`config.mk`:
```
export PLATFORM = sky130hd
export DESIGN_NAME = unix_ns_to_rtc_date_time
export DESIGN_NICKNAME = d
export VERILOG_FILES = /design/src/rtl/unixdt_pkg.sv /design/src/rtl/unix_ns_to_rtc_date_time.sv /design/src/rtl/unixdt_ctrl.sv /design/src/rtl/unixdt_dp.sv
export SDC_FILE = /design/constraint.sdc
export NUM_CORES = 1
export LEC_CHECK = 0
export BUFFER_PORTS_ARGS = -buffer_cell sky130_fd_sc_hd__buf_2
export CAP_MARGIN = 20
export CORE_UTILIZATION = 60
export CTS_BUF_LIST = sky130_fd_sc_hd__clkbuf_8
export CTS_CLUSTER_DIAMETER = 40
export DETAILED_ROUTE_END_ITERATION = 16
export PLACE_DENSITY = 0.8
export SYNTH_ARGS = -nofsm -noshare
export SYNTH_HDL_FRONTEND = slang
export SYNTH_HIERARCHICAL = 1
export SYNTH_SLANG_ARGS = --single-unit
```
`constraint.sdc`:
```
create_clock -name clk -period 8.8 [get_ports clk]
set_input_delay 0.88 -clock clk [delete_from_list [all_inputs] [get_ports clk]]
set_output_delay 0.88 -clock clk [all_outputs]
set_load 0.02 [all_outputs]
```
`src/rtl/unixdt_pkg.sv`:
```
// unixdt_pkg: types and constants shared by the unix time to rtc date/time block
// no dependencies; imported by the controller, datapath and top level

package unixdt_pkg;

    // which calendar unit the walk takes off the remaining time
    typedef enum logic [2:0] {
        UNIT_YEAR  = 3'd0,
        UNIT_MONTH = 3'd1,
        UNIT_DAY   = 3'd2,
        UNIT_HOUR  = 3'd3,
        UNIT_MIN10 = 3'd4,   // ten minutes
        UNIT_MIN   = 3'd5,
        UNIT_SEC10 = 3'd6,   // ten seconds
        UNIT_SEC   = 3'd7
    } unit_t;

    typedef struct packed {
        logic  load;
        logic  step;
        logic  advance;
        unit_t unit;
        logic  finish;
    } unixdt_cmd_t;

    typedef struct packed {
        logic fits;
        logic in_range;
    } unixdt_sts_t;

    localparam logic [63:0] NS_PER_SEC   = 64'd1000000000;
    localparam logic [63:0] NS_PER_10SEC = 64'd10 * NS_PER_SEC;
    localparam logic [63:0] NS_PER_MIN   = 64'd60 * NS_PER_SEC;
    localparam logic [63:0] NS_PER_10MIN = 64'd600 * NS_PER_SEC;
    localparam logic [63:0] NS_PER_HOUR  = 64'd3600 * NS_PER_SEC;
    localparam logic [63:0] NS_PER_DAY   = 64'd86400 * NS_PER_SEC;
    localparam logic [63:0] NS_PER_28D   = 64'd28 * NS_PER_DAY;
    localparam logic [63:0] NS_PER_29D   = 64'd29 * NS_PER_DAY;
    localparam logic [63:0] NS_PER_30D   = 64'd30 * NS_PER_DAY;
    localparam logic [63:0] NS_PER_31D   = 64'd31 * NS_PER_DAY;
    localparam logic [63:0] NS_PER_365D  = 64'd365 * NS_PER_DAY;
    localparam logic [63:0] NS_PER_366D  = 64'd366 * NS_PER_DAY;

    localparam logic [11:0] EPOCH_YEAR   = 12'd1970;
    localparam logic [11:0] FIRST_YEAR   = 12'd2000;
    localparam logic [11:0] LAST_YEAR    = 12'd2099;
    localparam logic [6:0]  EPOCH_MOD100 = 7'd70;
    localparam logic [8:0]  EPOCH_MOD400 = 9'd370;
    localparam logic [2:0]  EPOCH_WDAY   = 3'd3;    // thursday, counted from monday as 0

    localparam logic [4:0] MONTH_LEN [12] = '{
        5'd31, 5'd28, 5'd31, 5'd30, 5'd31, 5'd30,
        5'd31, 5'd31, 5'd30, 5'd31, 5'd30, 5'd31
    };

endpackage

```
`src/rtl/unix_ns_to_rtc_date_time.sv`:
```
// unix_ns_to_rtc_date_time: top level of the unix time to rtc calendar converter
// depends on unixdt_pkg, unixdt_ctrl and unixdt_dp

// Converts nanoseconds since 1970-01-01 00:00:00 UTC into rtc calendar fields.
// A transfer in is taken on a clock edge with start high and busy low; busy then
// stays high until the conversion is finished. The result is shown for exactly
// one cycle with done high and cannot be held off, so the receiver must take it
// in that cycle. The datapath takes whole calendar units off the remaining time,
// one compare and subtract per cycle: up to 129 years from 1970 (130 when the
// time runs past 2099), 11 months, 30 days, 23 hours, then minutes and seconds
// in tens and ones (14 steps each); each walk ends with a step that moves on to
// the next unit or to the finish state, which loads the result. Busy time is set
// mostly by the one-year-per-cycle walk, and the next transfer may start in the
// cycle that shows done. Years outside 2000 to 2099 end after the year walk with
// in_range low and every other field zero; the sub-second part is truncated.

module unix_ns_to_rtc_date_time
    import unixdt_pkg::*;
(
    input  logic        clk,
    input  logic        rst_n,
    input  logic        start,
    input  logic [63:0] time_ns,
    output logic        busy,
    output logic        done,
    output logic        in_range,
    output logic [6:0]  year_of_century,
    output logic [3:0]  month_number,
    output logic [4:0]  day_of_month,
    output logic [4:0]  hours,
    output logic [5:0]  minutes,
    output logic [5:0]  seconds,
    output logic [2:0]  week_day
);

    // command and status between sequencer and datapath
    unixdt_cmd_t cmd;
    unixdt_sts_t sts;

    unixdt_ctrl u_ctrl (
        .clk   (clk),
        .rst_n (rst_n),
        .start (start),
        .sts   (sts),
        .cmd   (cmd),
        .busy  (busy)
    );

    // calendar walk and result registers
    unixdt_dp u_dp (
        .clk             (clk),
        .rst_n           (rst_n),
        .time_ns         (time_ns),
        .cmd             (cmd),
        .sts             (sts),
        .done            (done),
        .in_range        (in_range),
        .year_of_century (year_of_century),
        .month_number    (month_number),
        .day_of_month    (day_of_month),
        .hours           (hours),
        .minutes         (minutes),
        .seconds         (seconds),
        .week_day        (week_day)
    );

endmodule

```
`src/rtl/unixdt_ctrl.sv`:
```
// unixdt_ctrl: sequencer for the date/time conversion
// depends on unixdt_pkg; drives the datapath through unixdt_cmd_t

module unixdt_ctrl
    import unixdt_pkg::*;
(
    input  logic        clk,
    input  logic        rst_n,
    input  logic        start,
    input  unixdt_sts_t sts,
    output unixdt_cmd_t cmd,
    output logic        busy
);

    typedef enum logic [9:0] {
        ST_IDLE  = 10'b0000000001,
        ST_YEAR  = 10'b0000000010,
        ST_MONTH = 10'b0000000100,
        ST_DAY   = 10'b0000001000,
        ST_HOUR  = 10'b0000010000,
        ST_MIN10 = 10'b0000100000,
        ST_MIN   = 10'b0001000000,
        ST_SEC10 = 10'b0010000000,
        ST_SEC   = 10'b0100000000,
        ST_FIN   = 10'b1000000000
    } state_t;

    state_t state_reg;
    state_t state_next;

    always_comb
    begin
        state_next  = state_reg;
        cmd.load    = 1'b0;
        cmd.step    = 1'b0;
        cmd.advance = 1'b0;
        cmd.unit    = UNIT_YEAR;
        cmd.finish  = 1'b0;
        case (state_reg)
            ST_IDLE:
            begin
                if (start)
                begin
                    cmd.load   = 1'b1;
                    cmd.unit   = UNIT_YEAR;
                    state_next = ST_YEAR;
                end
            end
            ST_YEAR:
            begin
                if (sts.fits)
                    cmd.step = 1'b1;
                else if (sts.in_range)
                begin
                    cmd.advance = 1'b1;
                    cmd.unit    = UNIT_MONTH;
                    state_next  = ST_MONTH;
                end
                else
                    state_next = ST_FIN;
            end
            ST_MONTH:
            begin
                if (sts.fits)
                    cmd.step = 1'b1;
                else
                begin
                    cmd.advance = 1'b1;
                    cmd.unit    = UNIT_DAY;
                    state_next  = ST_DAY;
                end
            end
            ST_DAY:
            begin
                if (sts.fits)
                    cmd.step = 1'b1;
                else
                begin
                    cmd.advance = 1'b1;
                    cmd.unit    = UNIT_HOUR;
                    state_next  = ST_HOUR;
                end
            end
            ST_HOUR:
            begin
                if (sts.fits)
                    cmd.step = 1'b1;
                else
                begin
                    cmd.advance = 1'b1;
                    cmd.unit    = UNIT_MIN10;
                    state_next  = ST_MIN10;
                end
            end
            ST_MIN10:
            begin
                if (sts.fits)
                    cmd.step = 1'b1;
                else
                begin
                    cmd.advance = 1'b1;
                    cmd.unit    = UNIT_MIN;
                    state_next  = ST_MIN;
                end
            end
            ST_MIN:
            begin
                if (sts.fits)
                    cmd.step = 1'b1;
                else
                begin
                    cmd.advance = 1'b1;
                    cmd.unit    = UNIT_SEC10;
                    state_next  = ST_SEC10;
                end
            end
            ST_SEC10:
            begin
                if (sts.fits)
                    cmd.step = 1'b1;
                else
                begin
                    cmd.advance = 1'b1;
                    cmd.unit    = UNIT_SEC;
                    state_next  = ST_SEC;
                end
            end
            ST_SEC:
            begin
                if (sts.fits)
                    cmd.step = 1'b1;
                else
                    state_next = ST_FIN;
            end
            ST_FIN:
            begin
                cmd.finish = 1'b1;
                state_next = ST_IDLE;
            end
            default:
            begin
                state_next = ST_IDLE;
            end
        endcase
    end

    always_ff @(posedge clk or negedge rst_n)
    begin
        if (!rst_n)
            state_reg <= ST_IDLE;
        else
            state_reg <= state_next;
    end

    assign busy = (state_reg != ST_IDLE);

endmodule

```
`src/rtl/unixdt_dp.sv`:
```
// unixdt_dp: calendar walk by compare and subtract on the nanosecond time, and result registers
// depends on unixdt_pkg; controlled by unixdt_ctrl

module unixdt_dp
    import unixdt_pkg::*;
(
    input  logic        clk,
    input  logic        rst_n,
    input  logic [63:0] time_ns,
    input  unixdt_cmd_t cmd,
    output unixdt_sts_t sts,
    output logic        done,
    output logic        in_range,
    output logic [6:0]  year_of_century,
    output logic [3:0]  month_number,
    output logic [4:0]  day_of_month,
    output logic [4:0]  hours,
    output logic [5:0]  minutes,
    output logic [5:0]  seconds,
    output logic [2:0]  week_day
);

    // remaining time and the calendar counters it has been walked into
    logic [63:0] rem_reg;
    unit_t       unit_reg;
    logic [11:0] year_reg;
    logic [6:0]  c100_reg;
    logic [8:0]  c400_reg;
    logic [3:0]  month_reg;
    logic [4:0]  day_reg;      // whole days walked into the month
    logic [4:0]  hr_reg;
    logic [5:0]  min_reg;
    logic [5:0]  sec_reg;
    logic [2:0]  wday_reg;     // weekday, monday as 0

    // result registers
    logic        done_reg;
    logic        rng_reg;
    logic [6:0]  yoc_reg;
    logic [3:0]  mon_reg;
    logic [4:0]  dom_reg;
    logic [4:0]  hrs_reg;
    logic [5:0]  mins_reg;
    logic [5:0]  secs_out_reg;
    logic [2:0]  wd_reg;

    logic        leap;
    logic [3:0]  month_idx;
    logic [4:0]  month_days;
    logic [63:0] month_ns;
    logic [63:0] unit_ns;
    logic        limit_ok;
    logic [2:0]  wday_inc;
    logic [3:0]  wday_sum;
    logic [3:0]  wday_wrap;
    logic [2:0]  wday_next;
    logic        year_ok;
    logic [11:0] year_ofs;

    // gregorian rule from running residues of the year
    assign leap       = (year_reg[1:0] == 2'd0) && ((c100_reg != 7'd0) || (c400_reg == 9'd0));
    assign month_idx  = month_reg - 4'd1;
    assign month_days = MONTH_LEN[month_idx] + {4'd0, (month_reg == 4'd2) && leap};
    assign year_ok    = (year_reg >= FIRST_YEAR) && (year_reg <= LAST_YEAR);
    assign year_ofs   = year_reg - FIRST_YEAR;

    always_comb
    begin
        case (month_days)
            5'd28:   month_ns = NS_PER_28D;
            5'd29:   month_ns = NS_PER_29D;
            5'd30:   month_ns = NS_PER_30D;
            default: month_ns = NS_PER_31D;
        endcase
    end

    // length of the unit being walked, and the loop bound of the year and month walks
    always_comb
    begin
        limit_ok = 1'b1;
        case (unit_reg)
            UNIT_YEAR:
            begin
                unit_ns  = leap ? NS_PER_366D : NS_PER_365D;
                limit_ok = (year_reg <= LAST_YEAR);
            end
            UNIT_MONTH:
            begin
                unit_ns  = month_ns;
                limit_ok = (month_reg < 4'd12);
            end
            UNIT_DAY:   unit_ns = NS_PER_DAY;
            UNIT_HOUR:  unit_ns = NS_PER_HOUR;
            UNIT_MIN10: unit_ns = NS_PER_10MIN;
            UNIT_MIN:   unit_ns = NS_PER_MIN;
            UNIT_SEC10: unit_ns = NS_PER_10SEC;
            UNIT_SEC:   unit_ns = NS_PER_SEC;
            default:    unit_ns = NS_PER_SEC;
        endcase
    end

    // weekday moves by the day count mod 7; 28 is a multiple of 7 and of 4
    always_comb
    begin
        case (unit_reg)
            UNIT_YEAR:  wday_inc = leap ? 3'd2 : 3'd1;
            UNIT_MONTH: wday_inc = {1'b0, month_days[1:0]};
            default:    wday_inc = 3'd1;
        endcase
    end

    assign wday_sum  = {1'b0, wday_reg} + {1'b0, wday_inc};
    assign wday_wrap = wday_sum - 4'd7;
    assign wday_next = (wday_sum >= 4'd7) ? wday_wrap[2:0] : wday_sum[2:0];

    always_ff @(posedge clk)
    begin
        if (cmd.load)
        begin
            rem_reg   <= time_ns;
            unit_reg  <= cmd.unit;
            year_reg  <= EPOCH_YEAR;
            c100_reg  <= EPOCH_MOD100;
            c400_reg  <= EPOCH_MOD400;
            month_reg <= 4'd1;
            day_reg   <= 5'd0;
            hr_reg    <= 5'd0;
            min_reg   <= 6'd0;
            sec_reg   <= 6'd0;
            wday_reg  <= EPOCH_WDAY;
        end
        else if (cmd.advance)
        begin
            unit_reg <= cmd.unit;
        end
        else if (cmd.step)
        begin
            rem_reg <= rem_reg - unit_ns;
            case (unit_reg)
                UNIT_YEAR:
                begin
                    year_reg <= year_reg + 12'd1;
                    c100_reg <= (c100_reg == 7'd99) ? 7'd0 : c100_reg + 7'd1;
                    c400_reg <= (c400_reg == 9'd399) ? 9'd0 : c400_reg + 9'd1;
                    wday_reg <= wday_next;
                end
                UNIT_MONTH:
                begin
                    month_reg <= month_reg + 4'd1;
                    wday_reg  <= wday_next;
                end
                UNIT_DAY:
                begin
                    day_reg  <= day_reg + 5'd1;
                    wday_reg <= wday_next;
                end
                UNIT_HOUR:  hr_reg  <= hr_reg + 5'd1;
                UNIT_MIN10: min_reg <= min_reg + 6'd10;
                UNIT_MIN:   min_reg <= min_reg + 6'd1;
                UNIT_SEC10: sec_reg <= sec_reg + 6'd10;
                UNIT_SEC:   sec_reg <= sec_reg + 6'd1;
                default:    sec_reg <= sec_reg + 6'd1;
            endcase
        end
    end

    assign sts.fits     = limit_ok && (rem_reg >= unit_ns);
    assign sts.in_range = year_ok;

    always_ff @(posedge clk or negedge rst_n)
    begin
        if (!rst_n)
            done_reg <= 1'b0;
        else
            done_reg <= cmd.finish;
    end

    always_ff @(posedge clk)
    begin
        if (cmd.finish)
        begin
            rng_reg      <= year_ok;
            yoc_reg      <= year_ok ? year_ofs[6:0] : 7'd0;
            mon_reg      <= year_ok ? month_reg : 4'd0;
            dom_reg      <= year_ok ? day_reg + 5'd1 : 5'd0;
            hrs_reg      <= year_ok ? hr_reg : 5'd0;
            mins_reg     <= year_ok ? min_reg : 6'd0;
            secs_out_reg <= year_ok ? sec_reg : 6'd0;
            wd_reg       <= year_ok ? wday_reg + 3'd1 : 3'd0;
        end
    end

    assign done            = done_reg;
    assign in_range        = rng_reg;
    assign year_of_century = yoc_reg;
    assign month_number    = mon_reg;
    assign day_of_month    = dom_reg;
    assign hours           = hrs_reg;
    assign minutes         = mins_reg;
    assign seconds         = secs_out_reg;
    assign week_day        = wd_reg;

endmodule

```
==> out/metrics.sh, run 1 <==
FINAL_CRITICAL_PATH_SETUP_SLACK_NS=0.902
YOSYS_REGISTER_BITS=172
SYN_TO_FINAL_GROWTH_PCT=8.94
VDD_DROP_MAX_mV=0.265
DIODES=0
DIE_HEIGHT_UM=142
GRT_MAX_DEGREE=65
SYNTH.YOSYS.SEQ_AREA_SHARE=0.387
CLOCK.FMAX_GHz=0.127
HOLD_VIOL_FINAL=0
SYNTH_TOP_AREA_SHARE=0.266
ANTENNA_FOUND_INITIAL=0
LARGEST_REG_FLOPS=64
CRITPATHMAXFANOUT=12
YOSYS_WARNINGS=6
DRTITER0DRC=923
FINALSETUPVIOLCOUNT=0
FIN_NETS=1562
SYNTH.LIB_CELLS_USED.DISTINCT=90
SYNTH-EDFF-COUNT=104
WORST_SETUP_PATH_STARTPOINT='u_dp/month_reg[0]'
CTS.HTREE.LEVELS=4
PLACEMENTROWS=50
CTS_INSERTED_BUFFERS=17
TNS_NS=0
SYNTH_FP_NETS=1497
ROUTED_LENGTH_PER_INSTANCE_UM=17.0
POWER.SWITCHING_mW=2.20
SYNTHFLOPTYPE='edfxtp_1'
STATUS='completed'
DRT_PRE_ANTENNA_ITERS=6
LAYOUT.CELL_AREA.NON_FILLER_UM2=12800
RSZ_0062_RAISED_AFTER_GLOBAL_ROUTING='no'
TIMING_WORST_SLEW_PIN_VALUE_NS=1.03
FINAL-INSTANCE-COUNT-EXCL-FILL=1696
TIMING.HOLD.WORST.CLASS='in2async'
WORST_SETUP_PATH_END_KIND='flip-flop'
SYN_AVG_CELL_AREA_UM2=8.63
CTS_HOLD_BUFFERS=0
SLEW_HEADROOM=0.315
VIA_COUNT_OF_THE_FIRST_GLOBAL_ROUTING_PASS=9530
POWERDENSITY_nW_PER_UM2=362
POST_DRT_VIA_CELL_RATIO=6.08
SLOWEST_STAGE='a21oi_1'
CLKPWRFRAC=0.122
LAYOUT-DRIVE-GT1-SHARE=0.127
SYNTHESIS.INSTANCES=1358
RR_STARTPOINT='u_dp/month_reg[0]'
POWER_FRAC_SEQ=0.292
DIEAREA_UM2=20100
CRITICAL-PATH-TOP-CELL-BY-COUNT='ha_1'
TIMING.MAX_CAP.VIOLATIONS=0
SYNTH-ASYNC-RESET-RATIO=0.0640
GRT.OVERFLOW.TOTAL=0
ROUTED-VIA-COUNT=10300
LAYOUT.CELLS.MOST_COMMON='nand2_1'
CTS_BUFFER_DEPTH=2
AREA.SEQUENTIAL_UM2=4540
CLKTRANSATPATHREGS_NS=0.11
CTS_REPAIR_RESIZE_COUNT=0
DETAIL_ROUTE.DRC_VIOLATIONS=0
COMMONEST_CELLS_AFTER_ROUTING_FILL_AND_TAPS_ASIDE='160 x nand2_1, 137 x nor2_1, 105 x buf_2, 105 x o21ai_0, 104 x edfxtp_1'
DRT-TOTAL-WL_MM=28.8
WORST_ENDPOINT_DATA_ARRIVAL_TIME_NS=8.24
WORST_CLOCK_SKEW_NS=0.0173
CTS_NUM_SINKS=172
IO_BUFFERS=105
FLOORPLAN.INITIALDENSITY=0.620
TIMING.SETUP.CRITICAL_PATH_CLASS='reg2reg'
STATIC-LEAKAGE-POWER_nW=5.02
PRE_CTS_SLACK_NS=1.09
REQUIRED_NS=9.15
IOS=106
TRITONCTS='done'
PLACED_AREA_UM2=12400
CTS_ROOT_BUFFER='clkbuf_8'
CHIPWIDTH_UM=142
TIMING_MAX_TRANSITION_VIOLATIONS_FINAL=0
FILLCELLCOUNT=1622
FINALHOLDWORSTSLACK_NS=0.269
SYNTH_TOP_CELLS_BY_AREA='edfxtp_1 27%, dfxtp_1 9.7%, ha_1 7.5%'
FINAL_ANTENNA_NET_COUNT=0
POWER.SWITCHING_FRACTION=0.477
CTS.REPAIR_TIMING.SETUP_BUFFER_COUNT=0
DP.CELLS=1664
GP_ROUTABILITY_CONGESTION=0.968
LAYOUT_WORST_PATH_CYCLE_SHARE=0.897
SYNTHESIS.AREA_UM2=11700
GLOBAL_ROUTE.USAGE.TOTAL=0.294
CORE-AREA_UM2=18900
WIRE_LENGTH_OF_THE_FIRST_GLOBAL_ROUTING_PASS_MM=46.9
HPWLAFTERDP_MM=21.5
FIN_TOTAL_PWR_mW=4.62
POWER.INTERNAL_mW=2.42
MULTI_INPUT_AREA_UM2=6720
SYNTH_TOP_AREA_CELL='edfxtp_1'
CLOCK_LATENCY_AT_THE_LATER_PIN_OF_THE_WORST_SKEW_PAIR_NS=0.47
SHARE_COMB_OF_TOTAL_POWER=0.586
STARTPOINT_CLASS_OF_THE_CRITICAL_PATH='flip-flop'
MIN_PERIOD_NS=7.90
FIN_UTIL=0.676
TIMING.CRITICAL_PATH.SLOWEST_CELL_DELAY_NS=0.83
-- worst max-delay path, delay by kind of cell, from the launching register on --
| kind | cells | cell delay, ns |
|---|---|---|
| AO/OA/AOI/OAI | 9 | 2.30 |
| XOR/XNOR | 1 | 0.16 |
| adder cells (fa/ha/maj) | 4 | 1.29 |
| buffers and inverters | 2 | 0.26 |
| flip-flops | 1 | 0.47 |
| AND/OR/NAND/NOR | 13 | 3.28 |
-- kinds of logic (layout without fill, tap and decap cells) --
family                     count (synthesis)  in the layout  share of synthesized area
AOI/OAI and AO/OA                        353            353                      0.191
xor gates and xnor gates                  75             75                     0.0561
adders and majority gates                 72             72                     0.0782
buffers and inverters                    113            191                     0.0397
DFF                                      172            172                      0.387
muxes                                     14             14                     0.0121
and+or+nand+nor                          559            559                      0.236
-- synth_stat cells, types with 5 or more instances --
library cell / instances
o21ai_0: 105
dfrtp_1: 10
a21o_1: 23
nor2_1: 137
xnor2_1: 29
inv_1: 42
a21oi_1: 95
nor2b_1: 17
o2111ai_1: 6
o31ai_1: 5
nand4_1: 28
nor4b_1: 6
a21boi_0: 5
dfxtp_1: 57
xor2_1: 46
or2_2: 9
a31oi_1: 10
mux2i_1: 13
a22oi_1: 10
o22ai_1: 5
nand3_1: 38
nand2b_1: 9
buf_2: 8
and2_1: 39
clkbuf_1: 52
a211oi_1: 6
ha_1: 70
o211ai_1: 11
o21bai_1: 9
o21a_1: 13
nor4_1: 14
buf_1: 5
nor3b_1: 7
and3_1: 16
nor3_1: 33
or3_1: 18
edfxtp_1: 104
nand2_1: 161
-- per-layer routing --
layer,up-vias,part of all wire,global-route usage
li1,5067,-,-
met1,4788,0.44,0.397
met2,407,0.46,0.483
met3,48,0.066,0.0361
met4,0,0.029,0.113
met5,-,0,0
-- power by group through the flow --
stage / Sequential, mW / Clock, mW / Combinational [mW]
6_report: 1.35 / 0.562 / 2.71
2_1_floorplan: 1.32 / 0 / 2.05
5_1_grt: 1.37 / 0.605 / 2.99
3_3_place_gp: 1.36 / 0 / 2.60
4_1_cts: 1.34 / 0.576 / 2.66
3_5_place_dp: 1.36 / 0 / 2.64
-- final timing paths --
kind	depth (start not counted)	slack, ns	endpoint
worst min register to register	2	0.49	u_dp/day_reg[1]
min in group clk	2	0.49	u_dp/day_reg[1]
worst min-delay path	1	0.27	u_ctrl/state_reg[1]
max in group asynchronous	1	8.26	u_ctrl/state_reg[0]
worst max-delay path	29	0.90	u_dp/year_reg[11]
worst max register to register	29	0.90	u_dp/year_reg[11]
-- cell type report --
class,count,share of cell area
Multi-Input combinational cell,1073,0.526
Sequential cell,172,0.356
Timing Repair Buffer,115,0.0470
Tap cell,260,0.0255
Clock buffer,17,0.0183
Clock inverter,15,0.0135
Inverter,44,0.0135
(Power assumes the default switching activity.)
==> inputs of run 2 (changes only) <==
==> constraint.sdc (replaced) <==
create_clock -name clk -period 7.97 [get_ports clk]
set_input_delay 0.797 -clock clk [delete_from_list [all_inputs] [get_ports clk]]
set_output_delay 0.797 -clock clk [all_outputs]
set_load 0.02 [all_outputs]
==> run 2 against run 1 <==
  * Critical path depth increased by 3
  * Largest cell class unchanged
  * Non-clock buffer count is the same
  * Clock power rose by 17%
  * Largest power group unchanged
  * Critical endpoint is now u_dp/c400_reg[8]
  * Combinational power grew 11%
  * Final cell count unchanged
  * Setup slack got worse by 0.14 ns
  * Highest routed layer unchanged
  * Via count increased by 0.53%
==> out/metrics.sh, run 2 (synthesis results as in run 1) <==
DP.CELLS=1663  # -0.060%
STARTPOINT_CLASS_OF_THE_CRITICAL_PATH='flip-flop'
STATIC-LEAKAGE-POWER_nW=5.04  # +0.51%
CTS_INSERTED_BUFFERS=17  # unchanged
TIMING.MAX_CAP.VIOLATIONS=0  # unchanged
GRT.OVERFLOW.TOTAL=0  # unchanged
IO_BUFFERS=105  # unchanged
TRITONCTS='done'
MIN_PERIOD_NS=7.21  # -0.692 ns
LAYOUT.CELLS.MOST_COMMON='nand2_1'
FLOORPLAN.INITIALDENSITY=0.620  # unchanged
RR_WORST_DEPTH=32  # +10%
SLOWEST_STAGE='dfxtp_1'
CTS_HOLD_BUFFERS=0  # unchanged
COMMONEST_CELLS_AFTER_ROUTING_FILL_AND_TAPS_ASIDE='160 x nand2_1, 137 x nor2_1, 105 x buf_2, 105 x o21ai_0, 104 x edfxtp_1'
VDD_DROP_MAX_mV=0.353  # +33%
POST_DRT_VIA_CELL_RATIO=6.11  # +0.53%
CTS_BUFFER_DEPTH=2  # unchanged
TNS_NS=0  # unchanged
WORST_CLOCK_SKEW_NS=0.0193  # +0.00195 ns
TIMING_WORST_SLEW_PIN_VALUE_NS=1.11  # +0.0867 ns
FINALSETUPVIOLCOUNT=0  # unchanged
CLOCK_LATENCY_AT_THE_LATER_PIN_OF_THE_WORST_SKEW_PAIR_NS=0.48  # about the same
TIMING.SETUP.CRITICAL_PATH_CLASS='reg2reg'
DRTITER0DRC=837  # -9.3%
IOS=106  # unchanged
ROUTED_LENGTH_PER_INSTANCE_UM=17.0  # +0.10%
CLKTRANSATPATHREGS_NS=0.10  # about the same
FIN_NETS=1562  # unchanged
DRT_PRE_ANTENNA_ITERS=5  # -1
GP_ROUTABILITY_CONGESTION=0.950  # -1.8%
LAYOUT_WORST_PATH_CYCLE_SHARE=0.904  # +0.00666
CRITICAL_PATH.REG2REG.ENDPOINT='u_dp/c400_reg[8]'
CTS_NUM_SINKS=172  # unchanged
DIEAREA_UM2=20100  # unchanged
WIRE_LENGTH_OF_THE_FIRST_GLOBAL_ROUTING_PASS_MM=47.3  # +0.91%
HPWLAFTERDP_MM=21.5  # -0.12%
CTS.HTREE.LEVELS=4  # unchanged
DETAIL_ROUTE.DRC_VIOLATIONS=0  # unchanged
FINAL_ANTENNA_NET_COUNT=0  # unchanged
VIA_COUNT_OF_THE_FIRST_GLOBAL_ROUTING_PASS=9629  # +1.0%
WORST_SETUP_PATH_END_KIND='flip-flop'
REQUIRED_NS=8.31  # -0.84 ns
DRT-TOTAL-WL_MM=28.8  # +0.10%
ROUTED-VIA-COUNT=10400  # +0.53%
PLACED_AREA_UM2=12400  # about the same
LAYOUT.CELL_AREA.NON_FILLER_UM2=12800  # +0.42%
PLACEMENTROWS=50  # unchanged
SYN_TO_FINAL_GROWTH_PCT=9.40
CTS_ROOT_BUFFER='clkbuf_8'
CHIPWIDTH_UM=142  # unchanged
TIMING.CRITICAL_PATH.SLOWEST_CELL_DELAY_NS=0.46  # -0.37 ns
LAYOUT-DRIVE-GT1-SHARE=0.127  # +0.000696
FINALHOLDWORSTSLACK_NS=0.170  # -0.0991 ns
FINAL-INSTANCE-COUNT-EXCL-FILL=1696  # unchanged
CLOCK.FMAX_GHz=0.139  # +9.6%
FF2FF_SETUP_SLACK_NS=0.76  # -0.14 ns
TIMING.HOLD.WORST.CLASS='in2async'
HOLD_VIOL_FINAL=0  # unchanged
CORE-AREA_UM2=18900  # unchanged
WORST_ENDPOINT_DATA_ARRIVAL_TIME_NS=7.55  # -0.69 ns
LARGEST_REG_FLOPS=64  # unchanged
RR_STARTPOINT='u_dp/month_reg[0]'
DIE_HEIGHT_UM=142  # unchanged
FIN_UTIL=0.679  # +0.00285
GRT_MAX_DEGREE=115  # +77%
DIODES=0  # unchanged
CRITICAL-PATH-TOP-CELL-BY-COUNT='ha_1'
STATUS='completed'
GLOBAL_ROUTE.USAGE.TOTAL=0.299  # +0.00490
TIMING_MAX_TRANSITION_VIOLATIONS_FINAL=0  # unchanged
CRITPATHMAXFANOUT=18  # +6
POWERDENSITY_nW_PER_UM2=402  # +11%
ANTENNA_FOUND_INITIAL=0  # unchanged
SLEW_HEADROOM=0.250  # -0.0647
-- run 2: timing repair --
action	4_1_cts	5_1_grt
setup endpoints to repair	0	58
gates resized for setup	0	2
buffers inserted	0	0
-- run 2: area by class of cell --
cell class	instances	area (um^2)
clock inverters	15	195
flip-flops and latches	172	4540
multi-input cells	1073	6730
fillers	1589	6070
clock buffers	17	234
repair buffers	115	621
inverters	44	173
well taps	260	325
-- run 2: worst max path at each step --
stage / start / to / slack, ns / cells past startpoint
floorplan: u_dp/month_reg[0] / u_dp/rem_reg[10] / 1.53 / 29
global placement: u_dp/month_reg[0] / u_dp/year_reg[11] / 0.88 / 32
detailed placement: u_dp/month_reg[0] / u_dp/year_reg[11] / 0.59 / 31
CTS: u_dp/month_reg[0] / u_dp/year_reg[11] / 0.56 / 31
global route: u_dp/month_reg[0] / u_dp/c400_reg[8] / -0.003 / 31
finish: u_dp/month_reg[0] / u_dp/c400_reg[8] / 0.76 / 32
-- run 2: through the flow --
step                      total power, mW  worst slack, ns
after floorplan                      3.72             1.53
after global placement               4.37            0.879
after detailed placement             4.43            0.594
after CTS                            5.10            0.563
after global routing                 5.55         -0.00258
final                                5.15            0.764
-- run 2: layer usage --
| metal | track usage | wire (um) | part of all wire |
|---|---|---|---|
| met5 | 0 | 0 | 0 |
| met3 | 0.0432 | 1730 | 0.060 |
| met2 | 0.486 | 13200 | 0.46 |
| met1 | 0.397 | 12900 | 0.45 |
| met4 | 0.133 | 1010 | 0.035 |
-- run 2: where the power goes --
part	internal, mW	total, mW	switching [mW]
combinational	1.11	3.00	1.90
sequential	1.33	1.49	0.165
clock	0.274	0.657	0.383
-- run 2: worst max-delay path, delay by kind of cell (launching register included) --
kind	cells	cell delay [ns]
compound gates	13	2.74
buf+inv	3	0.47
mux	1	0.17
simple gates	11	1.95
flops	1	0.46
fa+ha+maj	4	1.26
